[src/design/cdec_pkg.sv]
// ============================================================================
// Civil date converter package
// Payload types, pipeline work record, calendar constants and small tables
// shared by the date and epoch-seconds conversion pipeline.
// ============================================================================
package cdec_pkg;

    localparam int NUM_STAGES     = 10;

    localparam int SEC_PER_MIN    = 60;
    localparam int SEC_PER_HOUR   = 3600;
    localparam int SEC_PER_DAY    = 86400;
    localparam int DAYS_PER_YEAR  = 365;
    localparam int DAYS_PER_CENT  = 36524;
    localparam int DAYS_PER_ERA   = 146097;
    localparam int YEARS_PER_ERA  = 400;
    localparam int YEARS_PER_CENT = 100;
    localparam int CIVIL_EPOCH    = 719468;

    localparam int TZ_UTC         = 12;
    localparam int TZ_RESET       = 12;

    // Date to seconds: era is taken from year + 400 so the quotient stays positive.
    localparam int EPOCH_BIAS     = DAYS_PER_ERA + CIVIL_EPOCH;

    // Seconds to date: any 32-bit count lands in era four or era five.
    localparam int ERA5_START     = 5 * DAYS_PER_ERA - CIVIL_EPOCH;
    localparam int ERA4_DOE_BIAS  = CIVIL_EPOCH - 4 * DAYS_PER_ERA;
    localparam int ERA4_YEAR      = 4 * YEARS_PER_ERA;
    localparam int ERA5_YEAR      = 5 * YEARS_PER_ERA;
    localparam int LAST_DOE       = 4 * DAYS_PER_CENT;

    // Reciprocals for exact division by constants over the value ranges used.
    localparam int RECIP_400      = 5243;
    localparam int SHIFT_400      = 21;
    localparam longint RECIP_675  = 50903317;
    localparam int SHIFT_675      = 35;
    localparam int RECIP_365      = 45965;
    localparam int SHIFT_365      = 24;
    localparam int RECIP_225      = 4661;
    localparam int SHIFT_225      = 20;
    localparam int RECIP_15       = 1093;
    localparam int SHIFT_15       = 14;
    localparam int RECIP_100      = 5243;
    localparam int SHIFT_100      = 19;

    localparam logic [3:0] MONTH_FEB = 4'd2;

    typedef struct packed {
        logic        opcode;
        logic [31:0] seconds_in;
        logic [11:0] year_in;
        logic [3:0]  month_in;
        logic [4:0]  day_in;
        logic [4:0]  hour_in;
        logic [5:0]  minute_in;
        logic [5:0]  second_in;
    } cdec_in_t;

    typedef struct packed {
        logic [31:0] seconds_out;
        logic [11:0] year_out;
        logic [3:0]  month_out;
        logic [4:0]  day_out;
        logic [4:0]  hour_out;
        logic [5:0]  minute_out;
        logic [5:0]  second_out;
        logic [4:0]  days_in_month;
    } cdec_out_t;

    typedef struct packed {
        cdec_in_t    in;
        cdec_out_t   res;
        logic [31:0] offset;
        logic [12:0] y13;
        logic [9:0]  doyo;
        logic [16:0] tod;
        logic [3:0]  q400;
        logic [8:0]  yoe0;
        logic [31:0] days;
        logic [31:0] secs0;
        logic [31:0] t;
        logic [15:0] qd;
        logic [16:0] sod;
        logic        era5;
        logic [17:0] doe;
        logic [6:0]  c1;
        logic [2:0]  c2;
        logic        c3;
        logic [4:0]  hr;
        logic [17:0] nyr;
        logic [11:0] rem_s;
        logic [8:0]  yoe1;
        logic [5:0]  mi;
        logic [8:0]  doy;
        logic [5:0]  se;
        logic [3:0]  mp;
        logic [5:0]  q100;
    } cdec_work_t;

    // Day of a March-based year on which month index mp begins.
    function automatic logic [8:0] cum_days(input logic [3:0] mp);
        logic [8:0] d;
        case (mp)
            4'd0:    d = 9'd0;
            4'd1:    d = 9'd31;
            4'd2:    d = 9'd61;
            4'd3:    d = 9'd92;
            4'd4:    d = 9'd122;
            4'd5:    d = 9'd153;
            4'd6:    d = 9'd184;
            4'd7:    d = 9'd214;
            4'd8:    d = 9'd245;
            4'd9:    d = 9'd275;
            4'd10:   d = 9'd306;
            4'd11:   d = 9'd337;
            4'd12:   d = 9'd367;
            default: d = 9'd0;
        endcase
        return d;
    endfunction

    // Month lengths, with February as 28 days; codes that are no month report 31.
    function automatic logic [4:0] month_len(input logic [3:0] mo);
        logic [4:0] n;
        case (mo)
            4'd2:    n = 5'd28;
            4'd4:    n = 5'd30;
            4'd6:    n = 5'd30;
            4'd9:    n = 5'd30;
            4'd11:   n = 5'd30;
            default: n = 5'd31;
        endcase
        return n;
    endfunction

    function automatic logic [1:0] centuries(input logic [8:0] yoe);
        logic [1:0] c;
        if (yoe >= 9'd300) begin
            c = 2'd3;
        end else if (yoe >= 9'd200) begin
            c = 2'd2;
        end else if (yoe >= 9'd100) begin
            c = 2'd1;
        end else begin
            c = 2'd0;
        end
        return c;
    endfunction

    function automatic logic [31:0] zone_offset(input logic [4:0] tz);
        return 32'(tz) * 32'(SEC_PER_HOUR) - 32'(TZ_UTC * SEC_PER_HOUR);
    endfunction

endpackage

[src/design/civil_date_epoch_converter.sv]
// ============================================================================
// Civil date and epoch seconds converter
// Converts a local Gregorian date and time to seconds since 1970 and back,
// applying a whole-hour zone offset, and reports the days in the month.
// ============================================================================
//
//   Channel   Direction  Handshake          Payload
//   s_        in         s_valid / s_ready  cdec_in_t  (opcode, date, seconds)
//   m_        out        m_valid / m_ready  cdec_out_t (seconds, date, month length)
//   cfg_      in         cfg_we             cfg_wdata  (zone index)
//
// The pipeline takes one transfer per cycle while the output is not held back;
// a result passes through ten work stages and then the output register.
// Each stage holds a valid bit and moves forward whenever the stage after it
// is empty or moving, so bubbles are filled while the output waits.
// Reset empties the pipeline and restores the zero zone offset.
module civil_date_epoch_converter
    import cdec_pkg::*;
(
    input  logic       aclk,
    input  logic       aresetn,
    input  logic       cfg_we,
    input  logic [4:0] cfg_wdata,
    input  logic       s_valid,
    output logic       s_ready,
    input  cdec_in_t   s_data,
    output logic       m_valid,
    input  logic       m_ready,
    output cdec_out_t  m_data
);

    cdec_work_t              work_reg  [NUM_STAGES];
    cdec_work_t              work_next [NUM_STAGES];
    logic [NUM_STAGES-1:0]   valid_reg;
    logic [NUM_STAGES:0]     free;
    cdec_out_t               out_reg;
    cdec_out_t               out_next;
    logic                    out_valid_reg;
    logic [31:0]             zone_offset_reg;

    always_comb begin
        free[NUM_STAGES] = !out_valid_reg || m_ready;
        for (int i = NUM_STAGES - 1; i >= 0; i--) begin
            free[i] = !valid_reg[i] || free[i+1];
        end
    end

    assign s_ready = free[0];
    assign m_valid = out_valid_reg;
    assign m_data  = out_reg;

    always_comb begin
        logic [3:0]  mp0;
        logic [25:0] prod_q400;
        logic [50:0] prod_day;
        logic [31:0] prod_c1;
        logic [25:0] prod_hr;
        logic [33:0] prod_yoe;
        logic [20:0] prod_mi;
        logic [24:0] prod_q100;
        logic [3:0]  mp_count;
        logic [2:0]  cent_count;
        logic [3:0]  mo1;
        logic [11:0] yr1;

        // Stage 0: offset sums, day of year, time of day.
        work_next[0]        = '0;
        work_next[0].in     = s_data;
        work_next[0].offset = zone_offset_reg;
        work_next[0].t      = s_data.seconds_in + zone_offset_reg;
        work_next[0].y13    = 13'(s_data.year_in) + 13'(YEARS_PER_ERA)
                              - ((s_data.month_in <= MONTH_FEB) ? 13'd1 : 13'd0);
        mp0 = (s_data.month_in > MONTH_FEB) ? s_data.month_in - 4'd3
                                            : s_data.month_in + 4'd9;
        work_next[0].doyo   = 10'(cum_days(mp0)) + 10'(s_data.day_in) - 10'd1;
        work_next[0].tod    = 17'(s_data.hour_in) * 17'(SEC_PER_HOUR)
                              + 17'(s_data.minute_in) * 17'(SEC_PER_MIN)
                              + 17'(s_data.second_in);

        // Stage 1: era quotient and day count quotient.
        work_next[1]      = work_reg[0];
        prod_q400         = 26'(work_reg[0].y13) * 26'(RECIP_400);
        work_next[1].q400 = 4'(prod_q400 >> SHIFT_400);
        prod_day          = 51'(work_reg[0].t[31:7]) * 51'(RECIP_675);
        work_next[1].qd   = 16'(prod_day >> SHIFT_675);

        // Stage 2: year of era, second of day, day of era.
        work_next[2]      = work_reg[1];
        work_next[2].yoe0 = 9'(work_reg[1].y13
                               - 13'(work_reg[1].q400) * 13'(YEARS_PER_ERA));
        work_next[2].sod  = 17'(work_reg[1].t
                               - 32'(work_reg[1].qd) * 32'(SEC_PER_DAY));
        work_next[2].era5 = work_reg[1].qd >= 16'(ERA5_START);
        work_next[2].doe  = work_reg[2-1].qd >= 16'(ERA5_START)
                            ? 18'(work_reg[1].qd) - 18'(ERA5_START)
                            : 18'(work_reg[1].qd) + 18'(ERA4_DOE_BIAS);

        // Stage 3: day count since 1970, leap corrections, hour.
        work_next[3]      = work_reg[2];
        work_next[3].days = 32'(work_reg[2].q400) * 32'(DAYS_PER_ERA)
                            + 32'(work_reg[2].yoe0) * 32'(DAYS_PER_YEAR)
                            + 32'(work_reg[2].yoe0 >> 2)
                            - 32'(centuries(work_reg[2].yoe0))
                            + {{22{work_reg[2].doyo[9]}}, work_reg[2].doyo}
                            - 32'(EPOCH_BIAS);
        prod_c1           = 32'(work_reg[2].doe >> 2) * 32'(RECIP_365);
        work_next[3].c1   = 7'(prod_c1 >> SHIFT_365);
        cent_count        = 3'd0;
        for (int k = 1; k <= 4; k++) begin
            if (work_reg[2].doe >= 18'(k * DAYS_PER_CENT)) begin
                cent_count = cent_count + 3'd1;
            end
        end
        work_next[3].c2   = cent_count;
        work_next[3].c3   = work_reg[2].doe == 18'(LAST_DOE);
        prod_hr           = 26'(work_reg[2].sod >> 4) * 26'(RECIP_225);
        work_next[3].hr   = 5'(prod_hr >> SHIFT_225);

        // Stage 4: seconds result, leap-adjusted day count, seconds of hour.
        work_next[4]       = work_reg[3];
        work_next[4].secs0 = work_reg[3].days * 32'(SEC_PER_DAY)
                             + 32'(work_reg[3].tod) - work_reg[3].offset;
        work_next[4].nyr   = work_reg[3].doe - 18'(work_reg[3].c1)
                             + 18'(work_reg[3].c2) - 18'(work_reg[3].c3);
        work_next[4].rem_s = 12'(work_reg[3].sod
                                 - 17'(work_reg[3].hr) * 17'(SEC_PER_HOUR));

        // Stage 5: year of era, minute.
        work_next[5]      = work_reg[4];
        prod_yoe          = 34'(work_reg[4].nyr) * 34'(RECIP_365);
        work_next[5].yoe1 = 9'(prod_yoe >> SHIFT_365);
        prod_mi           = 21'(work_reg[4].rem_s >> 2) * 21'(RECIP_15);
        work_next[5].mi   = 6'(prod_mi >> SHIFT_15);

        // Stage 6: day of year, second.
        work_next[6]     = work_reg[5];
        work_next[6].doy = 9'(work_reg[5].doe
                              - (18'(work_reg[5].yoe1) * 18'(DAYS_PER_YEAR)
                                 + 18'(work_reg[5].yoe1 >> 2)
                                 - 18'(centuries(work_reg[5].yoe1))));
        work_next[6].se  = 6'(work_reg[5].rem_s
                              - 12'(work_reg[5].mi) * 12'(SEC_PER_MIN));

        // Stage 7: month index from the month start table.
        work_next[7] = work_reg[6];
        mp_count     = 4'd0;
        for (int k = 1; k <= 11; k++) begin
            if (work_reg[6].doy >= cum_days(4'(k))) begin
                mp_count = mp_count + 4'd1;
            end
        end
        work_next[7].mp = mp_count;

        // Stage 8: day, month, year and result selection.
        work_next[8] = work_reg[7];
        mo1 = (work_reg[7].mp < 4'd10) ? work_reg[7].mp + 4'd3 : work_reg[7].mp - 4'd9;
        yr1 = 12'(work_reg[7].yoe1)
              + (work_reg[7].era5 ? 12'(ERA5_YEAR) : 12'(ERA4_YEAR))
              + ((work_reg[7].mp >= 4'd10) ? 12'd1 : 12'd0);
        work_next[8].res.days_in_month = 5'd0;
        if (work_reg[7].in.opcode) begin
            work_next[8].res.seconds_out = work_reg[7].in.seconds_in;
            work_next[8].res.year_out    = yr1;
            work_next[8].res.month_out   = mo1;
            work_next[8].res.day_out     = 5'(work_reg[7].doy
                                              - cum_days(work_reg[7].mp) + 9'd1);
            work_next[8].res.hour_out    = work_reg[7].hr;
            work_next[8].res.minute_out  = work_reg[7].mi;
            work_next[8].res.second_out  = work_reg[7].se;
        end else begin
            work_next[8].res.seconds_out = work_reg[7].secs0;
            work_next[8].res.year_out    = work_reg[7].in.year_in;
            work_next[8].res.month_out   = work_reg[7].in.month_in;
            work_next[8].res.day_out     = work_reg[7].in.day_in;
            work_next[8].res.hour_out    = work_reg[7].in.hour_in;
            work_next[8].res.minute_out  = work_reg[7].in.minute_in;
            work_next[8].res.second_out  = work_reg[7].in.second_in;
        end

        // Stage 9: century of the output year.
        work_next[9]      = work_reg[8];
        prod_q100         = 25'(work_reg[8].res.year_out) * 25'(RECIP_100);
        work_next[9].q100 = 6'(prod_q100 >> SHIFT_100);
    end

    always_comb begin
        logic [6:0] rem100;
        logic       leap;

        out_next = work_reg[NUM_STAGES-1].res;
        rem100   = 7'(work_reg[NUM_STAGES-1].res.year_out
                      - 12'(work_reg[NUM_STAGES-1].q100) * 12'(YEARS_PER_CENT));
        leap     = (work_reg[NUM_STAGES-1].res.year_out[1:0] == 2'd0)
                   && ((rem100 != 7'd0) || (work_reg[NUM_STAGES-1].q100[1:0] == 2'd0));
        if (out_next.month_out == MONTH_FEB) begin
            out_next.days_in_month = leap ? 5'd29 : 5'd28;
        end else begin
            out_next.days_in_month = month_len(out_next.month_out);
        end
    end

    always_ff @(posedge aclk) begin
        if (!aresetn) begin
            valid_reg       <= '0;
            out_valid_reg   <= 1'b0;
            zone_offset_reg <= zone_offset(5'(TZ_RESET));
        end else begin
            if (cfg_we) begin
                zone_offset_reg <= zone_offset(cfg_wdata);
            end
            if (free[0]) begin
                valid_reg[0] <= s_valid;
            end
            for (int i = 1; i < NUM_STAGES; i++) begin
                if (free[i]) begin
                    valid_reg[i] <= valid_reg[i-1];
                end
            end
            if (free[NUM_STAGES]) begin
                out_valid_reg <= valid_reg[NUM_STAGES-1];
            end
        end
    end

    always_ff @(posedge aclk) begin
        for (int i = 0; i < NUM_STAGES; i++) begin
            if (free[i]) begin
                work_reg[i] <= work_next[i];
            end
        end
        if (free[NUM_STAGES]) begin
            out_reg <= out_next;
        end
    end

endmodule
[config.mk]
export PLATFORM = sky130hd
export DESIGN_NAME = civil_date_epoch_converter
export DESIGN_NICKNAME = d
export VERILOG_FILES = /design/src/design/cdec_pkg.sv /design/src/design/civil_date_epoch_converter.sv
export SDC_FILE = /design/constraint.sdc
export NUM_CORES = 2
export LEC_CHECK = 0
export ABC_AREA = 0
export BUFFER_PORTS_ARGS = -buffer_cell sky130_fd_sc_hd__buf_2
export CORE_AREA = 2 2 516 518
export CTS_BUF_LIST = sky130_fd_sc_hd__clkbuf_8 sky130_fd_sc_hd__clkbuf_16
export DETAILED_ROUTE_END_ITERATION = 7
export DIE_AREA = 0 0 518 520
export HOLD_SLACK_MARGIN = 0.03
export PLACE_DENSITY = 0.49
export SLEW_MARGIN = 30
export SYNTH_ARGS = -nofsm -noshare
export SYNTH_HDL_FRONTEND = slang
export SYNTH_MEMORY_MAX_BITS = 65536
export SYNTH_SLANG_ARGS = --single-unit
[constraint.sdc]
create_clock -name aclk -period 22.9 [get_ports aclk]
set_input_delay 6.87 -clock aclk [delete_from_list [all_inputs] [get_ports aclk]]
set_output_delay 6.87 -clock aclk [all_outputs]
set_load 0.005 [all_outputs]
* After elaboration in Yosys (flattened, before gate mapping)
Memory sizes are Yosys's and may differ from the RTL's.
Cells that the tools add are included.
** Operators by class
- Reductions and logical operators :: 28
- Add/sub/neg operators :: 49
- $mul :: 19
- Equality and inequality tests :: 6
- Muxes and demuxes :: 52
- $lt $le $gt $ge :: 26
** Operators by type and width (count)
- 70-bit two-way mux :: 1
- 9-bit by 8-bit greater-or-equal comparator with 1-bit output, second input constant :: 6
- 25-bit by 26-bit multiplier with 51-bit output, second input constant :: 1
- 13-bit by 13-bit multiplier with 25-bit output, second input constant :: 2
- 4-bit two-way mux :: 12
- 9-bit greater-or-equal comparator, second input constant :: 5
- 4-bit by 1-bit adder with 4-bit output, second input constant :: 10
- 18-bit by 17-bit greater-or-equal comparator with 1-bit output, second input constant :: 2
- 9-bit by 7-bit greater-or-equal comparator with 1-bit output, second input constant :: 4
- 18-bit by 16-bit multiplier with 33-bit output, second input constant :: 1
- 32-bit by 17-bit adder with 32-bit output :: 1
- 32-bit adder :: 1
- 32-bit by 10-bit multiplier with 25-bit output, second input constant :: 1
- 32-bit subtractor :: 1
- 16-bit by 16-bit multiplier with 31-bit output, second input constant :: 1
- 1-bit two-way mux :: 28
- 26-bit by 21-bit subtractor with 27-bit output, second input constant :: 1
- 25-bit by 10-bit adder with 26-bit output :: 1
- 5-bit by 8-bit multiplier with 13-bit output, second input constant :: 2
- 12-bit by 13-bit multiplier with 25-bit output, second input constant :: 1
- 24-bit by 2-bit subtractor with 25-bit output :: 1
- 23-bit by 7-bit adder with 24-bit output :: 1
- 22-bit by 18-bit adder with 23-bit output :: 1
- 4-bit by 18-bit multiplier with 22-bit output, second input constant :: 1
- other kinds (61) :: 94
** Storage, ports and cells
- ROM bits :: 288
- RAM bits :: 4650
- Register bits :: 118
- Input bits :: 81
- Memories :: 3
** Memories
- work_reg :: words 10, width 465, read ports 10, clocked after Yosys merged registers in 0, wr ports 10, RTL line civil_date_epoch_converter.sv:32 : cdec_work_t work_reg [NUM_STAGES];
- (no name shown) :: words 16, width 9, read ports 1, clocked after Yosys merged registers in 0, wr ports 0, RTL line cdec_pkg.sv:104 : case (mp)
- (no name shown) :: words 16, width 9, read ports 1, clocked after Yosys merged registers in 0, wr ports 0, RTL line cdec_pkg.sv:104

* Longest topological paths before layout
An unclocked memory read counts as a cell.
- Depth in word-level cells :: 23
- Gate-level depth with buffers :: 41
- Depth with buffers taken out :: 40

* Worst setup path after synthesis
OpenSTA, ideal clock, no wires.
- Path type :: in2out
- Start :: input m_ready
- End :: output s_ready
- Buffers on the path :: 0
- Data required time :: 16030 ps
- Data arrival time :: 14568 ps
- Stages on the path :: 8
- Slack :: 1462 ps
- Cell sequence :: nor2b_1 -> and3_1 -> and3_1 -> and2_1 -> nand2_1 -> nor2_1 -> and3_1 -> nand2_1
** On the way
- Cells in the longest elaborated chain, start to end :: 11
** Ends and longest elaborated chain
- start, declared :: RTL line civil_date_epoch_converter.sv:28 : input logic m_ready,
- 1-bit logical OR :: RTL line civil_date_epoch_converter.sv:42 : free[NUM_STAGES] = !out_valid_reg || m_ready;
- 1-bit logical OR (6 in series) :: RTL line civil_date_epoch_converter.sv:44 : free[i] = !valid_reg[i] || free[i+1];
- named net free[4] :: RTL line civil_date_epoch_converter.sv:35 : logic [NUM_STAGES:0] free;
- 1-bit logical OR (4 in series) :: RTL line civil_date_epoch_converter.sv:44
- end, declared :: RTL line civil_date_epoch_converter.sv:25 : output logic s_ready,
The timed path passes the listed nets, and every way through them passes these cells.

* Worst setup path after layout
Same ends and word-level chain as after synthesis.

==> flow_metrics.env <==
export IMPL_synth_area_per_cell_sq_um=13.44
export IMPL_synth_distinct_cells=84
export IMPL_htree_levels=4
export IMPL_tritoncts="yes"
export IMPL_cts_setup_buffers=0
export IMPL_initial_core_util_pct=34.84
export IMPL_dp_hpwl_microns=149900
export IMPL_insertion_delay_ps=810
export IMPL_gp_congestion=0.8303
export IMPL_firstDrtPassIters=7
export IMPL_cap_violations=0
export IMPL_area_growth_pct=11.41
export IMPL_final_util_pct=38.81
export IMPL_cts_root_buffer="clkbuf_16"
export IMPL_grt_start_max_net_pins=75
export IMPL_synth_edf_count=1382
export IMPL_rows=189
export IMPL_layout_drive_gt1_share_pct=7.284
export IMPL_nets=9402
export IMPL_yosysTopAreaCell="edfxtp_1"
export IMPL_finalSetupTns_ps=0
export IMPL_cts_buffer_depth=3
export IMPL_detail_route_wirelength_microns=190100
export IMPL_synth_most_common_cell="ha_1"
export IMPL_cp_arrival_ps=10620
export IMPL_port_buffers=154
export IMPL_setup_worst_path_end_class="output pin"
export IMPL_drc=0
export IMPL_io_pins=158
export IMPL_synth_area_leaders="edfxtp_1 45%, ha_1 20%, fa_1 15%"
export IMPL_syn_area_sq_um=91940
export IMPL_finClkSkew_ps=75.46
export IMPL_drv_slew=0
export IMPL_holdBufCountCts=0
export IMPL_hold_violations=0
export IMPL_critPathLaunchType="input port"
export IMPL_antenna_left=0
export IMPL_wl_per_cell_microns=17.58
export IMPL_synth_warnings=0
export IMPL_ys_flop_type="edfxtp_1"
export IMPL_antenna_found_initial=18
export IMPL_path_clk_slew_ps=60
export IMPL_gr_usage_all_layers_pct=14.47
export IMPL_ys_async_sr_fraction_pct=0
export IMPL_synth_cells=6843
export IMPL_ys_ff_latch=1407
export IMPL_vias=48650
export IMPL_fin_cells=10810
export IMPL_netlist_area_leader_share_pct=45.14
export IMPL_overflow=0
export IMPL_worst_pin_slew_ps=945.1
export IMPL_die_y_microns=520
export IMPL_hold_ws_ps=375.2
export IMPL_fmax_ghz=0.05718
export IMPL_setup_violations=0
export IMPL_synthTopCellsByCount="1462 x ha_1, 1430 x inv_1, 1382 x edfxtp_1, 706 x fa_1, 272 x xnor2_1"
export IMPL_grt_pass1_vias=51880
export IMPL_hold_path_class="flop to flop"
export IMPL_clock_sinks=1407
export IMPL_outcome="completed"
export IMPL_path_max_fanout=42
export IMPL_drt_first_iter_violations=2166
export IMPL_period_needed_ps=17490
export IMPL_synth_sequential_area_ratio_pct=45.68
export IMPL_grt_pass1_wl_microns=302100
export IMPL_required_ps=16030
export IMPL_die_w_microns=518
export IMPL_viasPerCell=4.499
export IMPL_crit_type="input port to output pin"
export IMPL_die_area_sq_um=269400
export IMPL_slew_limit_headroom_pct=37.00
export IMPL_fin_crit_sh_pct=76.38
export IMPL_rsz0062_at_grt="no"
export IMPL_post_place_cells=10530
export IMPL_core_sq_um=263900
export IMPL_largest_reg_flops=1312
export IMPL_cts_resized_gates=0
export IMPL_cts_buffers=157
-- cell families (layout without fill, tap and decap cells) --
family	after synthesis	after routing	share of synthesized area [%]
adders and majority gates	2168	2168	35.27
buffers and inverters	1469	1900	6.041
DFF	1407	1407	45.68
AOI/OAI and AO/OA	711	711	5.014
and+or+nand+nor	633	633	3.406
xor gates and xnor gates	366	366	3.518
muxes	88	88	1.063
other	1	7	0.004079
-- path summary, 6_finish.rpt --
| kind | startpoint | end | slack [ps] | cells past startpoint |
|---|---|---|---|---|
| setup reg to reg | work_reg[2][238] | work_reg[3][225] | 14220 | 35 |
| setup / recovery | m_ready | s_ready | 5410 | 10 |
| hold / removal | work_reg[4][177] | work_reg[5][177] | 380 | 0 |
| hold reg to reg | work_reg[4][177] | work_reg[5][177] | 380 | 0 |
-- per-layer routing --
| metal | share of wire (%) | vias up | GRT usage [%] |
|---|---|---|---|
| met5 | 0.013 | - | 0 |
| met2 | 45 | 593 | 23.15 |
| met4 | 2.5 | 4 | 3.693 |
| met1 | 49 | 23870 | 20.62 |
| li1 | - | 23960 | - |
| met3 | 3.0 | 229 | 2.041 |
-- per-stage QoR --
stage               setup WS, ps  area (sq um)
finish                      5410        102400
floorplan                   1462         91940
global route                5112        102400
CTS                         5328        102400
detailed placement          5319         97290
global placement            5487         97250
-- layout make-up --
cell class,instances,area [sq um]
clock buffer,157,3929
clock inverter,125,1161
sequential,1407,42000
fill,25050,161500
timing repair buffer,188,1074
antenna,4,10.01
multi-input combinational,3969,44450
inverter,1430,5390
tap,3533,4420
-- cell usage in the layout, fill, tap and decap left out, drive strengths merged, types with 31 or more instances in the layout --
master	synthesis	layout
a211oi	34	34
xnor2	274	274
edfxtp	1382	1382
o21ai	122	122
buf	15	188
a31oi	31	31
xor2	91	91
o21a	38	38
fa	706	706
clkinv	0	83
a21oi	235	235
nand2b	40	40
clkbuf	24	157
nand2	148	148
o21bai	41	41
nor2b	64	64
nand3	55	55
ha	1462	1462
a21o	85	85
mux2	65	65
inv	1430	1459
nor2	155	155
nor3	56	56
-- worst max-delay path, cell delays in order --
cell,delay [ps]
buf_2,100
nor2b_1,380
and3_1,440
and3_1,320
and2_1,320
nand2_4,380
nor2_1,630
and3_1,450
nand2_4,380
buf_2,280
Power is left out: the tool's default activity adds up to more than one toggle a clock period on the data nets, which glitch-free logic cannot reach.
